===== src/rtl/core/fmbq_pkg.sv =====
// Package with the shared types and codes of the front-middle-back queue.
`default_nettype none

package fmbq_pkg;

  // Default sizing of the store.
  localparam int DEPTH_DEFAULT      = 64;
  localparam int DATA_WIDTH_DEFAULT = 32;

  // Fixed widths of the channel fields.
  localparam int KIND_W = 3;
  localparam int DOUT_W = 32;
  localparam int STAT_W = 2;
  localparam int OCC_W  = 7;

  // Operation codes carried in the kind field.
  localparam logic [KIND_W-1:0] KIND_PUSH_FRONT = 3'd0;
  localparam logic [KIND_W-1:0] KIND_PUSH_MID   = 3'd1;
  localparam logic [KIND_W-1:0] KIND_PUSH_BACK  = 3'd2;
  localparam logic [KIND_W-1:0] KIND_POP_FRONT  = 3'd3;
  localparam logic [KIND_W-1:0] KIND_POP_MID    = 3'd4;
  localparam logic [KIND_W-1:0] KIND_POP_BACK   = 3'd5;
  localparam logic [KIND_W-1:0] KIND_REVERSE    = 3'd6;

  // Result status codes.
  localparam logic [STAT_W-1:0] STAT_DONE      = 2'd0;
  localparam logic [STAT_W-1:0] STAT_POP_EMPTY = 2'd1;
  localparam logic [STAT_W-1:0] STAT_PUSH_FULL = 2'd2;

  // Cells per first-level group of the pop read tree.
  localparam int GROUP_SIZE = 8;

  // Controller states.
  typedef enum logic [1:0] {
    ST_IDLE,
    ST_EXEC,
    ST_FINISH
  } state_t;

  // Commands from the controller to the datapath.
  typedef struct packed {
    logic load;    // capture a request and compute its position
    logic exec;    // shift the cells and update count and orientation
    logic finish;  // load the result register
  } fmbq_cmd_t;

endpackage

`default_nettype wire


===== src/rtl/core/fmbq_ctrl.sv =====
// Controller state machine of the front-middle-back queue.
`default_nettype none

module fmbq_ctrl (
  input  wire logic                clk,
  input  wire logic                rst_n,
  input  wire logic                in_valid,
  output logic                     in_ready,
  input  wire logic                out_ready,
  output logic                     out_valid,
  output fmbq_pkg::fmbq_cmd_t      cmd
);

  fmbq_pkg::state_t state_r, state_nxt;
  logic             out_valid_r, out_valid_nxt;

  // State and result-valid registers.
  always_ff @(posedge clk) begin
    if (!rst_n) begin
      state_r     <= fmbq_pkg::ST_IDLE;
      out_valid_r <= 1'b0;
    end else begin
      state_r     <= state_nxt;
      out_valid_r <= out_valid_nxt;
    end
  end

  // Next state and commands.
  always_comb begin
    state_nxt     = state_r;
    cmd           = '0;
    in_ready      = 1'b0;
    out_valid_nxt = out_valid_r && !out_ready;
    unique case (state_r)
      fmbq_pkg::ST_IDLE: begin
        in_ready = 1'b1;
        if (in_valid) begin
          cmd.load  = 1'b1;
          state_nxt = fmbq_pkg::ST_EXEC;
        end
      end
      fmbq_pkg::ST_EXEC: begin
        cmd.exec  = 1'b1;
        state_nxt = fmbq_pkg::ST_FINISH;
      end
      fmbq_pkg::ST_FINISH: begin
        // The result register must be empty or emptying this cycle.
        if (!out_valid_r || out_ready) begin
          cmd.finish    = 1'b1;
          out_valid_nxt = 1'b1;
          state_nxt     = fmbq_pkg::ST_IDLE;
        end
      end
      default: begin
        state_nxt = fmbq_pkg::ST_IDLE;
      end
    endcase
  end

  assign out_valid = out_valid_r;

endmodule

`default_nettype wire


===== config.mk =====
export PLATFORM = sky130hd
export DESIGN_NAME = fmbq_ctrl
export DESIGN_NICKNAME = d
export VERILOG_FILES = /design/src/rtl/core/fmbq_pkg.sv /design/src/rtl/core/fmbq_ctrl.sv
export SDC_FILE = /design/constraint.sdc
export NUM_CORES = 1
export LEC_CHECK = 0
export BUFFER_PORTS_ARGS = -buffer_cell sky130_fd_sc_hd__buf_2
export CORE_AREA = 2 2 39 41
export CTS_CLUSTER_SIZE = 28
export DETAILED_ROUTE_END_ITERATION = 10
export DIE_AREA = 0 0 41 43
export PLACE_DENSITY = 0.35
export SLEW_MARGIN = 25
export SYNTH_ARGS = -nofsm -noshare
export SYNTH_HDL_FRONTEND = slang
export SYNTH_SLANG_ARGS = --single-unit

===== constraint.sdc =====
create_clock -name clk -period 1.4 [get_ports clk]
set_input_delay 0.07 -clock clk [delete_from_list [all_inputs] [get_ports clk]]
set_output_delay 0.07 -clock clk [all_outputs]
set_load 0.05 [all_outputs]

# == Word level (Yosys, flattened, before mapping) ==
# Cells that the tools add are included.
# W data, S select, Z words.
# word_totals
wordCells,23
in_bits,4
out_inout_bits,5
register_bits,3
# op_classes
reduce_logical,6
eq_ne,4
mux,11
# op_table
op,n
$mux W1,8
$pmux W2 S3,1
$mux W2,2
$ne A2 B2 Y1 const B,2
$eq A2 B1 Y1 const B,1
$eq A2 B2 Y1 const B,1
$logic_not A1 Y1,2
$logic_not A2 Y1,1
$reduce_and A2 Y1,1
$logic_and A1 B1 Y1,1
$logic_or A1 B1 Y1,1

# == Logic depth before layout (Yosys ltp) ==
# depth
word_depth,4
mapped_depth,2
mapped_depth_nobuf,2

# == Least setup slack after synthesis ==
# OpenSTA, ideal clock, no wires.
# synth_path
path_kind,reg-to-output
start,register out_valid_r (netlist: out_valid)
end,output port cmd[0] (netlist name)
t_required_ns,1.330
stages_incl_launch_ff,3
slack_ns,-0.010
arrival_time_ns,1.340
n_path_buf,0
cell_sequence,dfxtp_1 nand2b_1 nor2b_1
# synth_lines
element,line,rtl
from (decl),fmbq_ctrl.sv:15,"logic out_valid_r, out_valid_nxt;"
from (signal assigned),fmbq_ctrl.sv:24,out_valid_r <= out_valid_nxt;
to (decl),fmbq_ctrl.sv:11,output fmbq_pkg::fmbq_cmd_t cmd

==> results.md <==
* Outcome: complete, no violations
* Vias in the first global route at 140
* Skew final at 0.000442 ns
* Total number of H-tree levels at 1
* Compound-cell area share of the yosys netlist at 0.108
* Max-slew violations at 0
* Via count at 130
* Syn Nets at 17
* CTS tree: built
* Seq pwr share at 0.310
* Critical-path top delay cell: dfxtp_1
* # setup viols final at 0
* Synthesis-to-layout area growth at 64.0%
* Dpl hpwl at 241 um
* CP cell instances: nand2b_1 > nor2b_2 > buf_2
* Lkg Pwr at 0.106 nW
* Clock Power Share at 0.495
* Starting density of the core at 0.100
* Drt total wl at 313 um
* Die Wd at 41 um
* WP data arrival at 1.10 ns
* Reg-to-reg startpoint: state_r[1]$_SDFFE_PN0P_
* Net Sw Frac at 0.292
* Placed inst area at 201 um^2
* Pwr/cell area at 1340 mW/mm^2
* Hold Vio Cnt, Final at 0
* Final setup TNS at 0 ns
* WL/cell at 7.63 um
* Crit path largest cell delay at 0.34 ns
* Crit path max fanout at 5
* Detail Route Antenna Nets at 0
* FF/Latch Area at 60.1 um^2
* Mapped Area at 139 um^2
* Via-per-instance ratio at 3.17
* Fillers at 154
* HP Class: in -> reg
* CTS Buf Count at 3
* Total gr overflow at 0
* Max Clk Rate at 853 MHz
* DR iter-0 viols at 1
* Worst hold stages at 2
* Top cells by area, synth: dfxtp_1 43%, and4bb_1 9.0%, nand2b_1 9.0%, nor3b_2 9.0%, and2b_4 7.2%
* Cell internal pwr at 0.215 mW
* Worst IR drop on VDD at 0.309 mV
* Max-cap violation count at 0
* #FFs+latches synth at 3
* RSZ-0062 raised after global routing: false
* Adder-cell share of the synthesized area at 0
* Placeable Area at 0.00138 mm^2
* Share of layout cells above drive strength 1 at 0.560
* Root Buffer: clkbuf_4
* Reg2Reg Setup Slack at 0.53 ns
* Hold Startpoint: rst_n
* Hold Buf Count CTS at 0
* Multi-input logic area at 81.3 um^2
* Sequential fraction of the synthesis area at 0.432
* First-pass GRT wire length at 531 um
* DR pass1 iterations at 2
* Tcrit/Tclk final at 0.837
* Psw at 0.0889 mW
* Clock Latency Late Sink at 0.23 ns
* Slew margin rel. at 0.835
* Die H at 43 um
* Post-Synthesis Cells at 13
* Worst setup path category: reg -> out
* Worst slew pin tran at 0.249 ns
* Synth warn at 0
* Gr usage total at 0.0531
* Logic gate share of total power at 0.195
* Largest net degree at the start of global routing at 6
* DRC violation count after routing at 0
* Avg Cell Area, Syn at 10.7 um^2
* Area of the die at 0.00176 mm^2
* Worst r2r dst: state_r[1]$_SDFFE_PN0P_
* Post-Synth XOR/XNOR Area at 0
* Mux cell area share after synthesis at 0
* Cell taking the most area after synthesis: dfxtp_1
* Design area at 228 um^2
* Antenna Cells at 0
* CP Launch Type: flip-flop
* Nets at 30
* Synth Area in Simple Gates at 0.459
* Required time of the critical path at 1.33 ns
* Clk slew on worst S/H paths at 0.04 ns
* CTS max path bufs at 2
* Postcts setup bufs at 0
* Post-synth cell types at 10
* Commonest non-fill, non-tap cell in the layout: buf_2
* R2R depth at 2
* Row cnt at 14
* Most frequent cells in the layout: 8 x buf_2, 3 x clkbuf_4, 3 x dfxtp_1, 2 x nand2b_1
* Buffers on Ports at 8
* Largest family of logic cells by synthesized area: simple AND/OR/NAND/NOR gates
* CTS Sinks at 3
* Tmin final at 1.17 ns
* # resized after CTS at 0
* Hold Path End: state_r[0]$_SDFFE_PN0P_
* Initial antenna violation count at 0
* Placer Congestion at 0.593
* Post-synth top area share at 0.432
* Setup crit end kind: output port
* Top Ports at 9
Yosys cell counts:
| library cell | number |
|---|---|
| nor2_1 | 1 |
| dfxtp_1 | 3 |
| and2b_4 | 1 |
| o21a_1 | 1 |
| a21boi_0 | 1 |
| and2_1 | 1 |
| nor3b_2 | 1 |
| and4bb_1 | 1 |
| nand2b_1 | 2 |
| nor2b_1 | 1 |
power groups by stage:
stage / Sequential, mW / Combinational [mW] / Clock, mW
floorplan: 0.0981 / 0.0425 / 0
global placement: 0.0955 / 0.0596 / 0
detailed placement: 0.0957 / 0.0598 / 0
CTS: 0.0943 / 0.0600 / 0.162
global route: 0.0950 / 0.0627 / 0.167
finish: 0.0943 / 0.0593 / 0.151
worst max path at each step:
stage	startpoint	to
after floorplan	state_r[0]$_SDFFE_PN0P_	state_r[0]$_SDFFE_PN0P_
after global placement	state_r[0]$_SDFFE_PN0P_	cmd[0]
after detailed placement	state_r[0]$_SDFFE_PN0P_	cmd[0]
after CTS	state_r[0]$_SDFFE_PN0P_	cmd[0]
after global routing	state_r[0]$_SDFFE_PN0P_	cmd[0]
final	state_r[0]$_SDFFE_PN0P_	cmd[0]
logic make-up after synthesis:
| kind of cell | after synthesis |
|---|---|
| AO/OA/AOI/OAI | 2 |
| AND/OR/NAND/NOR | 8 |
| flip-flops | 3 |
critical path: cells and delay by family, from the launching register on:
family,cells,cell delay (ns)
buf+inv,1,0.26
flops,1,0.34
simple gates,2,0.27
per-layer routing:
layer,GRT usage,wire (um)
met5,0,0
met4,0.0400,0
met3,0.0628,53
met2,0.0531,111
met1,0.0573,148
through the flow:
step	cells	setup WS, ns	total power [mW]	hold slack (ns)	util
floorplan	13	0.107	0.141	0.187	-
global placement	37	0.472	0.155	0.308	0.146
detailed placement	37	0.460	0.156	0.316	0.146
CTS	41	0.206	0.316	0.0677	0.165
global route	41	0.172	0.325	0.0905	0.165
finish	41	0.228	0.304	0.0733	0.165
sequential cells by signal, indices dropped and copies added, names as in the netlist:
| signal | count |
|---|---|
| out_valid | 1 |
| state_r | 2 |
cell type report:
cell class              instances  share of cell area
multi-input cells              10               0.357
flip-flops and latches          3               0.264
repair buffers                  8               0.176
clock buffers                   4               0.115
well taps                      16              0.0879
Power figures use the tool's default switching activity.
